`src/hw/rtl/dash_can_safety_monitor_assert.svh`:
```
// Assertion macros shared by the dashboard CAN safety monitor RTL.
`ifndef DASH_CAN_SAFETY_MONITOR_ASSERT_SVH
`define DASH_CAN_SAFETY_MONITOR_ASSERT_SVH

`ifndef ASSERT_OFF
// Checked property with the assertion switched off while reset is high.
`define DCSM_ASSERT_RST(label, clk, rst, prop, msg) \
   label: assert property (@(posedge clk) disable iff (rst) prop) else $error(msg);
// Checked property that also holds through reset.
`define DCSM_ASSERT_ALWAYS(label, clk, prop, msg) \
   label: assert property (@(posedge clk) prop) else $error(msg);
`else
`define DCSM_ASSERT_RST(label, clk, rst, prop, msg)
`define DCSM_ASSERT_ALWAYS(label, clk, prop, msg)
`endif

`endif

```
`src/hw/rtl/dcsm_pkg.sv`:
```
// Types and constants shared by the dashboard CAN safety monitor modules.
`timescale 1ns / 1ps
package dcsm_pkg;

   // Item kinds on the request channel
   localparam logic REQ_FRAME = 1'b0;
   localparam logic REQ_TICK  = 1'b1;

   // CAN identifiers that the monitor reacts to
   localparam logic [10:0] ID_PRECHARGE = 11'h008;
   localparam logic [10:0] ID_RELAY     = 11'h009;
   localparam logic [10:0] ID_BATTERY   = 11'h00A;
   localparam logic [10:0] ID_LOGGING   = 11'h101;
   localparam logic [10:0] ID_LIMIT     = 11'h6B1;
   localparam logic [10:0] ID_MOTOR1    = 11'h7A1;
   localparam logic [10:0] ID_MOTOR2    = 11'h7A2;
   localparam logic [10:0] ID_STATUS    = 11'h7A4;

   // Screen codes
   localparam logic [1:0] SCREEN_NORMAL   = 2'd0;
   localparam logic [1:0] SCREEN_FAULT    = 2'd1;
   localparam logic [1:0] SCREEN_IGNITION = 2'd2;

   // Configuration register indexes
   localparam logic [1:0] CSR_TIMEOUT   = 2'd0;
   localparam logic [1:0] CSR_PRELIGHT  = 2'd1;
   localparam logic [1:0] CSR_HOLD      = 2'd2;
   localparam logic [1:0] CSR_TX_PERIOD = 2'd3;

   // Reset values of the configuration registers and telemetry
   localparam logic [15:0] TIMEOUT_RESET   = 16'd10000;
   localparam logic [15:0] PRELIGHT_RESET  = 16'd3000;
   localparam logic [15:0] HOLD_RESET      = 16'd2500;
   localparam logic [15:0] TX_PERIOD_RESET = 16'd100;
   localparam logic [7:0]  CHARGE_RESET    = 8'd100;
   localparam logic [15:0] LIMIT_RESET     = 16'd1;

   typedef struct packed {
      logic        req_type;
      logic [10:0] frame_id;
      logic [63:0] frame_data;
      logic        rtd_pin;
      logic        button_pin;
   } req_item_type;

   typedef struct packed {
      logic        fault_light;
      logic        rtd_state;
      logic        button_toggle;
      logic        tx_request;
      logic [1:0]  screen_select;
      logic        precharge_on;
      logic        logging_on;
      logic [7:0]  pack_temp;
      logic [7:0]  pack_charge;
      logic [6:0]  max_motor_temp;
      logic [15:0] min_motor_voltage;
      logic [15:0] discharge_limit;
   } rsp_item_type;

   typedef struct packed {
      logic        we;
      logic [1:0]  index;
      logic [15:0] data;
   } csr_write_type;

   // Post-update view of the frame-driven state
   typedef struct packed {
      logic        precharge_on;
      logic        logging_on;
      logic        status_fault;
      logic [7:0]  pack_temp;
      logic [7:0]  pack_charge;
      logic [6:0]  max_motor_temp;
      logic [15:0] min_motor_voltage;
      logic [15:0] discharge_limit;
   } telem_out_type;

   // Post-update view of the light, switch and button state
   typedef struct packed {
      logic fault_light;
      logic rtd_state;
      logic button_toggle;
      logic tx_request;
      logic hold_started;
   } safety_out_type;

endpackage

```
`src/hw/rtl/dcsm_telemetry.sv`:
```
// Frame dispatch by identifier and the telemetry and flag registers it updates.
`timescale 1ns / 1ps
module dcsm_telemetry (
   input  logic                  clock,
   input  logic                  reset,
   input  logic                  step,
   input  dcsm_pkg::req_item_type item,
   output dcsm_pkg::telem_out_type telem
);

   logic        precharge_ff, precharge_in;
   logic        logging_ff, logging_in;
   logic        status_fault_ff, status_fault_in;
   logic [7:0]  btemp_ff, btemp_in;
   logic [7:0]  bcharge_ff, bcharge_in;
   logic [6:0]  mtemp1_ff, mtemp1_in;
   logic [6:0]  mtemp2_ff, mtemp2_in;
   logic [15:0] mvolt1_ff, mvolt1_in;
   logic [15:0] mvolt2_ff, mvolt2_in;
   logic [15:0] limit_ff, limit_in;

   logic [63:0] d;

   assign d = item.frame_data;

   always_comb begin
      precharge_in    = precharge_ff;
      logging_in      = logging_ff;
      status_fault_in = status_fault_ff;
      btemp_in        = btemp_ff;
      bcharge_in      = bcharge_ff;
      mtemp1_in       = mtemp1_ff;
      mtemp2_in       = mtemp2_ff;
      mvolt1_in       = mvolt1_ff;
      mvolt2_in       = mvolt2_ff;
      limit_in        = limit_ff;
      if (item.req_type == dcsm_pkg::REQ_FRAME) begin
         unique case (item.frame_id) inside
            dcsm_pkg::ID_PRECHARGE: begin
               precharge_in = (d[7:0] == 8'd1);
            end
            dcsm_pkg::ID_BATTERY: begin
               btemp_in   = d[15:8];
               bcharge_in = d[31:24];
            end
            dcsm_pkg::ID_LOGGING: begin
               logging_in = 1'b1;
            end
            dcsm_pkg::ID_LIMIT: begin
               limit_in = {d[7:0], d[15:8]};
            end
            dcsm_pkg::ID_MOTOR1, dcsm_pkg::ID_MOTOR2: begin
               if (item.frame_id == dcsm_pkg::ID_MOTOR1) begin
                  mtemp1_in = d[7:1];
                  mvolt1_in = {d[39:32], d[47:40]};
               end else begin
                  mtemp2_in = d[7:1];
                  mvolt2_in = {d[39:32], d[47:40]};
               end
            end
            dcsm_pkg::ID_STATUS: begin
               // Any non-zero byte among the first five flags a fault.
               status_fault_in = |d[39:0];
            end
            default: begin
            end
         endcase
      end
   end

   always_ff @(posedge clock) begin
      if (reset) begin
         precharge_ff    <= 1'b0;
         logging_ff      <= 1'b0;
         status_fault_ff <= 1'b0;
         btemp_ff        <= 8'd0;
         bcharge_ff      <= dcsm_pkg::CHARGE_RESET;
         mtemp1_ff       <= 7'd0;
         mtemp2_ff       <= 7'd0;
         mvolt1_ff       <= 16'd0;
         mvolt2_ff       <= 16'd0;
         limit_ff        <= dcsm_pkg::LIMIT_RESET;
      end else if (step) begin
         precharge_ff    <= precharge_in;
         logging_ff      <= logging_in;
         status_fault_ff <= status_fault_in;
         btemp_ff        <= btemp_in;
         bcharge_ff      <= bcharge_in;
         mtemp1_ff       <= mtemp1_in;
         mtemp2_ff       <= mtemp2_in;
         mvolt1_ff       <= mvolt1_in;
         mvolt2_ff       <= mvolt2_in;
         limit_ff        <= limit_in;
      end
   end

   always_comb begin
      telem.precharge_on      = precharge_in;
      telem.logging_on        = logging_in;
      telem.status_fault      = status_fault_in;
      telem.pack_temp         = btemp_in;
      telem.pack_charge       = bcharge_in;
      telem.max_motor_temp    = (mtemp1_in > mtemp2_in) ? mtemp1_in : mtemp2_in;
      telem.min_motor_voltage = (mvolt1_in < mvolt2_in) ? mvolt1_in : mvolt2_in;
      telem.discharge_limit   = limit_in;
   end

endmodule

```
`src/hw/rtl/dcsm_safety.sv`:
```
// Fault light timing, relay watchdog, button hold logic, transmit timer and settings.
`timescale 1ns / 1ps
`include "dash_can_safety_monitor_assert.svh"
module dcsm_safety (
   input  logic                    clock,
   input  logic                    reset,
   input  logic                    step,
   input  dcsm_pkg::req_item_type  item,
   input  dcsm_pkg::csr_write_type csr,
   output dcsm_pkg::safety_out_type safety
);

   logic [15:0] timeout_ff, prelight_ff, hold_ms_ff, tx_period_ff;

   logic        armed_ff, armed_in;
   logic        light_on_ff, light_on_in;
   logic [15:0] prelight_count_ff, prelight_count_in;
   logic [15:0] silence_count_ff, silence_count_in;
   logic [15:0] tx_count_ff, tx_count_in;
   logic [15:0] hold_count_ff, hold_count_in;
   logic        hold_started_ff, hold_started_in;
   logic        wait_release_ff, wait_release_in;
   logic        toggle_ff, toggle_in;
   logic        rtd_ff, rtd_in;
   logic        tx_req;

   function automatic logic [15:0] sat_inc(input logic [15:0] v);
      return (v == 16'hFFFF) ? v : v + 16'd1;
   endfunction

   always_comb begin
      armed_in          = armed_ff;
      light_on_in       = light_on_ff;
      prelight_count_in = prelight_count_ff;
      silence_count_in  = silence_count_ff;
      tx_count_in       = tx_count_ff;
      hold_count_in     = hold_count_ff;
      hold_started_in   = hold_started_ff;
      wait_release_in   = wait_release_ff;
      toggle_in         = toggle_ff;
      rtd_in            = rtd_ff;
      tx_req            = 1'b0;
      if (item.req_type == dcsm_pkg::REQ_TICK) begin
         silence_count_in = sat_inc(silence_count_ff);
         tx_count_in      = sat_inc(tx_count_ff);
         hold_count_in    = sat_inc(hold_count_ff);
         if (!armed_ff) begin
            prelight_count_in = sat_inc(prelight_count_ff);
            if (prelight_count_in >= prelight_ff) begin
               armed_in         = 1'b1;
               light_on_in      = 1'b0;
               silence_count_in = 16'd0;
            end
         end
         if (armed_in && !light_on_in && (silence_count_in > timeout_ff)) begin
            light_on_in = 1'b1;
         end
         rtd_in = item.rtd_pin;
         if (item.button_pin && !wait_release_ff) begin
            if (!hold_started_ff) begin
               hold_started_in = 1'b1;
               hold_count_in   = 16'd0;
            end else if (hold_count_in > hold_ms_ff) begin
               toggle_in       = ~toggle_ff;
               tx_req          = 1'b1;
               hold_started_in = 1'b0;
               wait_release_in = 1'b1;
            end
         end else if (!item.button_pin) begin
            hold_started_in = 1'b0;
            wait_release_in = 1'b0;
         end
         if (tx_count_in > tx_period_ff) begin
            tx_req      = 1'b1;
            tx_count_in = 16'd0;
         end
      end else if (item.frame_id == dcsm_pkg::ID_RELAY) begin
         // Relay frame: restart the watchdog and latch the light if both relays are open.
         silence_count_in = 16'd0;
         if (armed_ff && !light_on_ff && !item.frame_data[10] && !item.frame_data[8]) begin
            light_on_in = 1'b1;
         end
      end
   end

   always_ff @(posedge clock) begin
      if (reset) begin
         timeout_ff   <= dcsm_pkg::TIMEOUT_RESET;
         prelight_ff  <= dcsm_pkg::PRELIGHT_RESET;
         hold_ms_ff   <= dcsm_pkg::HOLD_RESET;
         tx_period_ff <= dcsm_pkg::TX_PERIOD_RESET;
      end else if (csr.we) begin
         unique case (csr.index)
            dcsm_pkg::CSR_TIMEOUT:   timeout_ff   <= csr.data;
            dcsm_pkg::CSR_PRELIGHT:  prelight_ff  <= csr.data;
            dcsm_pkg::CSR_HOLD:      hold_ms_ff   <= csr.data;
            dcsm_pkg::CSR_TX_PERIOD: tx_period_ff <= csr.data;
            default: begin
            end
         endcase
      end
   end

   always_ff @(posedge clock) begin
      if (reset) begin
         armed_ff          <= 1'b0;
         light_on_ff       <= 1'b1;
         prelight_count_ff <= 16'd0;
         silence_count_ff  <= 16'd0;
         tx_count_ff       <= 16'd0;
         hold_count_ff     <= 16'd0;
         hold_started_ff   <= 1'b0;
         wait_release_ff   <= 1'b0;
         toggle_ff         <= 1'b0;
         rtd_ff            <= 1'b0;
      end else if (step) begin
         armed_ff          <= armed_in;
         light_on_ff       <= light_on_in;
         prelight_count_ff <= prelight_count_in;
         silence_count_ff  <= silence_count_in;
         tx_count_ff       <= tx_count_in;
         hold_count_ff     <= hold_count_in;
         hold_started_ff   <= hold_started_in;
         wait_release_ff   <= wait_release_in;
         toggle_ff         <= toggle_in;
         rtd_ff            <= rtd_in;
      end
   end

   always_comb begin
      safety.fault_light   = light_on_in;
      safety.rtd_state     = rtd_in;
      safety.button_toggle = toggle_in;
      safety.tx_request    = tx_req;
      safety.hold_started  = hold_started_in;
   end

   `DCSM_ASSERT_RST(a_armed_sticks, clock, reset, armed_ff |=> armed_ff, "light disarmed after arming")
   `DCSM_ASSERT_RST(a_fault_latches, clock, reset, (armed_ff && light_on_ff) |=> light_on_ff, "latched fault light cleared")
   `DCSM_ASSERT_RST(a_hold_or_wait, clock, reset, !(hold_started_ff && wait_release_ff), "hold and release wait both set")

endmodule

```
`src/hw/rtl/dash_can_safety_monitor.sv`:
```
// Top level of the dashboard CAN safety monitor: input and result registers around the logic.
//
// Request channel (req_valid, req_stall, req_item): each item is either a decoded
// CAN frame or a one millisecond tick carrying the ready-to-drive and button pin
// samples. Result channel (rsp_valid, rsp_stall, rsp_item): exactly one result per
// item, in order, holding the light, switch, button, transmit and telemetry fields.
// Settings are written through csr_we, csr_index and csr_wdata; the user must do so only
// while the block is idle, which the block does not enforce. An accepted item sits in the
// input register while the frame dispatch and tick rules update the state; its result is
// loaded into the result register once that is empty or not stalled. One item per cycle is
// sustained while the receiver does not stall, set by one pass through the update logic.
// When the receiver stalls, the result register holds; one further item waits in
// the input register and then req_stall rises until the result is taken.
// Synchronous reset turns the fault light on, clears all counters and flags,
// restores the default settings and telemetry, and empties both registers.
`timescale 1ns / 1ps
`include "dash_can_safety_monitor_assert.svh"
module dash_can_safety_monitor (
   input  logic                  clock,
   input  logic                  reset,
   input  logic                  req_valid,
   output logic                  req_stall,
   input  dcsm_pkg::req_item_type req_item,
   output logic                  rsp_valid,
   input  logic                  rsp_stall,
   output dcsm_pkg::rsp_item_type rsp_item,
   input  logic                  csr_we,
   input  logic [1:0]            csr_index,
   input  logic [15:0]           csr_wdata
);

   logic                   s1_valid_ff, s1_valid_in;
   dcsm_pkg::req_item_type s1_item_ff;
   logic                   rsp_valid_ff, rsp_valid_in;
   dcsm_pkg::rsp_item_type rsp_item_ff, rsp_item_in;

   logic                     advance;
   logic                     load_s1;
   dcsm_pkg::csr_write_type  csr;
   dcsm_pkg::telem_out_type  telem;
   dcsm_pkg::safety_out_type safety;

   assign advance   = s1_valid_ff && (!rsp_valid_ff || !rsp_stall);
   assign req_stall = s1_valid_ff && !advance;
   assign load_s1   = req_valid && !req_stall;

   assign s1_valid_in  = load_s1 | (s1_valid_ff & ~advance);
   assign rsp_valid_in = advance | (rsp_valid_ff & rsp_stall);

   always_comb begin
      csr.we    = csr_we;
      csr.index = csr_index;
      csr.data  = csr_wdata;
   end

   dcsm_telemetry u_telemetry (
      .clock (clock),
      .reset (reset),
      .step  (advance),
      .item  (s1_item_ff),
      .telem (telem)
   );

   dcsm_safety u_safety (
      .clock  (clock),
      .reset  (reset),
      .step   (advance),
      .item   (s1_item_ff),
      .csr    (csr),
      .safety (safety)
   );

   always_comb begin
      rsp_item_in.fault_light       = safety.fault_light;
      rsp_item_in.rtd_state         = safety.rtd_state;
      rsp_item_in.button_toggle     = safety.button_toggle;
      rsp_item_in.tx_request        = safety.tx_request;
      if (telem.status_fault) begin
         rsp_item_in.screen_select = dcsm_pkg::SCREEN_FAULT;
      end else if (safety.hold_started && telem.precharge_on) begin
         rsp_item_in.screen_select = dcsm_pkg::SCREEN_IGNITION;
      end else begin
         rsp_item_in.screen_select = dcsm_pkg::SCREEN_NORMAL;
      end
      rsp_item_in.precharge_on      = telem.precharge_on;
      rsp_item_in.logging_on        = telem.logging_on;
      rsp_item_in.pack_temp         = telem.pack_temp;
      rsp_item_in.pack_charge       = telem.pack_charge;
      rsp_item_in.max_motor_temp    = telem.max_motor_temp;
      rsp_item_in.min_motor_voltage = telem.min_motor_voltage;
      rsp_item_in.discharge_limit   = telem.discharge_limit;
   end

   always_ff @(posedge clock) begin
      if (reset) begin
         s1_valid_ff  <= 1'b0;
         rsp_valid_ff <= 1'b0;
      end else begin
         s1_valid_ff  <= s1_valid_in;
         rsp_valid_ff <= rsp_valid_in;
      end
   end

   always_ff @(posedge clock) begin
      if (load_s1) begin
         s1_item_ff <= req_item;
      end
      if (advance) begin
         rsp_item_ff <= rsp_item_in;
      end
   end

   assign rsp_valid = rsp_valid_ff;
   assign rsp_item  = rsp_item_ff;

   `DCSM_ASSERT_ALWAYS(a_reset_empties, clock, reset |=> (!s1_valid_ff && !rsp_valid_ff), "registers not empty after reset")
   `DCSM_ASSERT_RST(a_advance_fills, clock, reset, advance |=> rsp_valid_ff, "result lost after advance")

endmodule
```
`config.mk`:
```
export PLATFORM = sky130hd
export DESIGN_NAME = dash_can_safety_monitor
export DESIGN_NICKNAME = d
export VERILOG_FILES = /design/src/hw/rtl/dcsm_pkg.sv /design/src/hw/rtl/dcsm_telemetry.sv /design/src/hw/rtl/dcsm_safety.sv /design/src/hw/rtl/dash_can_safety_monitor.sv
export VERILOG_INCLUDE_DIRS = /design/src /design/src/hw/rtl
export SDC_FILE = /design/constraint.sdc
export NUM_CORES = 1
export LEC_CHECK = 0
export ABC_AREA = 0
export BUFFER_PORTS_ARGS = -buffer_cell sky130_fd_sc_hd__buf_4
export CORE_ASPECT_RATIO = 0.6
export CORE_UTILIZATION = 40
export DETAILED_ROUTE_END_ITERATION = 12
export GPL_ROUTABILITY_DRIVEN = 1
export PLACE_DENSITY = 0.58
export SYNTH_ARGS = -nofsm -noshare
export SYNTH_HDL_FRONTEND = slang
export SYNTH_SLANG_ARGS = --single-unit
```
`constraint.sdc`:
```
create_clock -name clock -period 4.45 [get_ports clock]
set_input_delay 0.445 -clock clock [delete_from_list [all_inputs] [get_ports clock]]
set_output_delay 0.445 -clock clock [all_outputs]
set_load 0.01 [all_outputs]
```
==> results by group <==
Power
  – Total Power: 7010 uW
  – Pint: 5380 uW
  – Pwr/cell area: 345 nW/um^2
  – Clk pwr share: 0.447
  – Comb pwr share: 0.066
  – Peak supply drop: 0.196 mV
  – Sw Ratio: 0.232
  – Static Leak: 0.00817 uW
  – Sequential Power Share: 0.488
  – Psw: 1630 uW

Clock tree
  – Clk sink count: 342
  – Clock slew seen by the registers of the worst setup and hold paths: 0.07 ns
  – TritonCTS clock tree: yes
  – H-Tree Depth: 2
  – Clk_lat worst skew: 0.53 ns
  – CTS Buffer Depth: 3
  – Root Driver: clkbuf_16
  – Total CTS buffers: 35
  – CTS Hold Buffers Added: 0

Floorplanning
  – FP Rows: 57
  – Die X: 266 um
  – CORE AREA: 40900 um^2
  – DIE HEIGHT: 161 um
  – DIE AREA: 42800 um^2
  – Starting Density: 0.410
  – I/O Pins: 166

Timing
  – Hold Vio Cnt, Final: 0
  – Period utilization: 1.04
  – Worst Clk Skew: 0.0237 ns
  – Min cycle time layout: 4.64 ns
  – Final setup fails: 2
  – Worst Slack Setup Final: -0.190 ns
  – Slew headroom: 0.128
  – Worst Tran Pin Value: 1.30 ns
  – Total Neg Setup Slack: -0.316 ns
  – RSZ-0062 raised after global routing: yes
  – Max Freq: 0.216 GHz
  – Slew Viols, Final: 0

Global route
  – Initial antenna violation count: 2
  – Largest net degree at the start of global routing: 72
  – Gr ovfl total: 0
  – First-pass GRT wire length: 73800 um
  – Vias in the first global route: 13200
  – Tot GR Track Use: 0.220

Drt
  – DRT Pass-1 Iters: 5
  – Post-DR wirelength/cell: 18.2 um
  – Vias/cell: 5.35
  – Post-route DRC: 0
  – Initial drt markers: 955
  – Via count: 14000
  – Final WL: 47700 um
  – Number of nets still failing antenna checks after routing: 0

Final layout
  – Most common cell after layout, fill and taps aside: nand2_1
  – N_diodes: 0
  – Share of cells above drive strength 1: 0.185
  – Layout fillers: 3814
  – Leading cell types in the layout, fill and taps excluded: 337 x nand2_1, 242 x buf_4, 212 x dfxtp_1
  – Fin nets: 2221
  – Area grow syn2layout: 21.4%

Synth
  – Post-synthesis cell type count: 82
  – Post-synth EDFFs: 125
  – Sequential share of the synthesized area: 0.483
  – Syn Area/Cell: 9.13 um^2
  – Syn Inst Count: 1835
  – Async set or reset register ratio after synthesis: 0
  – Synth Net Count: 2026
  – YS warnings: 0
  – Yosys reg bits: 342
  – Cell Area, Synth: 16800 um^2
  – Predominant post-synthesis flop cell: dfxtp_1

Placement
  – Gpl congestion: 0.883
  – Pre-CTS WS: -0.476 ns
  – Hpwl dp: 33900 um
  – Port Buffers: 149

Worst hold path
  – Hold crit path type: in2reg

Worst setup path
  – CP Capture Type: register
  – Worst setup path endpoint: rsp_item[62]
  – FF-to-FF End: rsp_item[62]
  – Critical path startpoint: u_safety.prelight_count_ff[7]
  – Crit Path Max Fanout: 4
  – Reg2Reg Setup Slack: -0.19 ns
  – Crit path required time: 4.73 ns
  – CP startpoint kind: register
  – R2R cell count: 22
  – Reg2Reg Launch Point: u_safety.prelight_count_ff[7]
  – Kind of critical path: reg2reg
  – Arrival time worst endpoint: 4.92 ns

Outcome
  – Outcome: finished with violations
  – Failing checks: negative setup slack

Flow run
  – MaxCap Viol Count: 0
-- metal layers --
layer  global-route usage  share of wire  wire length (um)  up-vias
li1                     -              -                 -     6857
met1                0.332           0.50             23800     6719
met2                0.324           0.42             20000      353
met3               0.0391          0.062              2940       60
met4               0.0528          0.021              1000        0
met5                    0              0                 0        -
-- area by class of cell --
| type | instances | area, um^2 | share of cell area |
|---|---|---|---|
| clock buffers | 45 | 976 | 0.0480 |
| clock inverters | 19 | 239 | 0.0117 |
| inverters | 100 | 378 | 0.0186 |
| multi-input cells | 1305 | 8080 | 0.397 |
| flip-flops and latches | 342 | 8100 | 0.398 |
| well taps | 560 | 701 | 0.0344 |
| repair buffers | 246 | 1870 | 0.0919 |
-- critical path, stage by stage, from the launching register on --
cell and delay [ns]:
dfxtp_2 0.33, nand4_1 0.18, nor4_4 0.30, nand4_1 0.24, buf_6 0.20, nand4_1 0.13
xnor2_1 0.16, ha_1 0.29, a22o_1 0.22, o41ai_4 0.36, a211oi_2 0.15, buf_4 0.18
buf_4 0.13, nor2_1 0.12, ha_1 0.26, nand4_1 0.14, nor2_1 0.06, a221o_1 0.31
a211oi_2 0.20, a21oi_2 0.10, buf_4 0.15, o22ai_2 0.13, a21oi_1 0.05
-- repair_timing --
action | CTS | global route
pin swaps | 8 | 10
buffers inserted | 29 | 6
gates resized for setup | 23 | 18
endpoints found under the setup margin | 2 | 3
gates cloned | 1 | 0
hold endpoints to repair | 0 | 0
-- power groups by stage --
stage	Clock (uW)	Sequential, uW	Combinational (uW)
final	3130	3420	460
after global routing	3330	3430	506
after CTS	3210	3420	459
after detailed placement	0	3490	453
after global placement	0	3480	445
after floorplan	0	3480	230
-- how the worst min path moves through the flow --
stage	startpoint	depth (start not counted)	to	slack, ns
6_report	req_item[23]	1	s1_item_ff[23]	0.08
5_1_grt	req_item[22]	1	s1_item_ff[22]	0.06
4_1_cts	req_item[23]	1	s1_item_ff[23]	0.06
3_5_place_dp	u_telemetry.mvolt2_ff[0]	2	u_telemetry.mvolt2_ff[0]	0.44
3_3_place_gp	u_telemetry.mvolt2_ff[0]	2	u_telemetry.mvolt2_ff[0]	0.44
2_1_floorplan	u_telemetry.mvolt2_ff[0]	2	u_telemetry.mvolt2_ff[0]	0.43
-- synthesized netlist by cell type, types with 5 or more instances --
master	count	area, um^2
ha_1	90	1130
or2_2	5	31.3
inv_1	98	368
xnor2_1	29	254
xor2_1	23	201
and4_1	9	78.8
a211oi_1	6	45.0
o21a_1	16	120
buf_2	9	45.0
dfxtp_1	217	4340
mux2i_1	48	480
edfxtp_1	125	3750
nor4_1	15	93.8
a21o_1	9	67.6
nor3_1	39	195
and2_1	5	31.3
nand2_1	338	1270
nand2b_1	11	68.8
mux2_1	14	158
a31oi_1	19	119
nand4_1	27	169
nor2_1	121	454
a21oi_1	195	976
mux2_2	16	180
o21ai_0	75	375
clkbuf_1	68	255
or3_1	5	31.3
o22ai_1	9	56.3
a311oi_1	5	43.8
and3_1	19	119
nand3_1	55	275
o211ai_1	22	165
buf_1	6	22.5
nor2b_1	9	56.3
-- registers in the layout, summed over array words and instances (netlist names), 7 cells and up --
| signal | cells |
|---|---|
| s1_item_ff | 62 |
| u_telemetry.btemp_ff | 8 |
| u_safety.prelight_count_ff | 16 |
| u_safety.hold_ms_ff | 16 |
| u_telemetry.mtemp2_ff | 7 |
| u_telemetry.mvolt2_ff | 16 |
| u_telemetry.mtemp1_ff | 7 |
| u_safety.tx_period_ff | 16 |
| u_telemetry.bcharge_ff | 8 |
| u_telemetry.mvolt1_ff | 16 |
| u_safety.silence_count_ff | 16 |
| rsp_item | 63 |
| u_safety.timeout_ff | 16 |
| u_safety.hold_count_ff | 16 |
| u_telemetry.limit_ff | 16 |
| u_safety.tx_count_ff | 16 |
| u_safety.prelight_ff | 16 |
-- cell families (layout without fill, tap and decap cells) --
group | count (synthesis) | after routing | synth area share
buffers and inverters | 188 | 410 | 0.0443
XOR/XNOR | 52 | 52 | 0.0272
AO/OA/AOI/OAI | 397 | 397 | 0.140
adder cells (fa/ha/maj) | 90 | 90 | 0.0672
flip-flops | 342 | 342 | 0.483
AND/OR/NAND/NOR | 688 | 688 | 0.189
multiplexers | 78 | 78 | 0.0488
-- metrics by stage --
step / cell area, um^2 / hold slack, ns / cells / utilization
2_1_floorplan: 16800 / 0.433 / 1835 / -
3_3_place_gp: 18700 / 0.440 / 2523 / 0.459
3_5_place_dp: 18700 / 0.443 / 2523 / 0.459
4_1_cts: 20300 / 0.0579 / 2617 / 0.496
5_1_grt: 20400 / 0.0601 / 2617 / 0.498
6_report: 20400 / 0.0828 / 2617 / 0.498
Note: power is estimated with default switching activity, not from simulation.
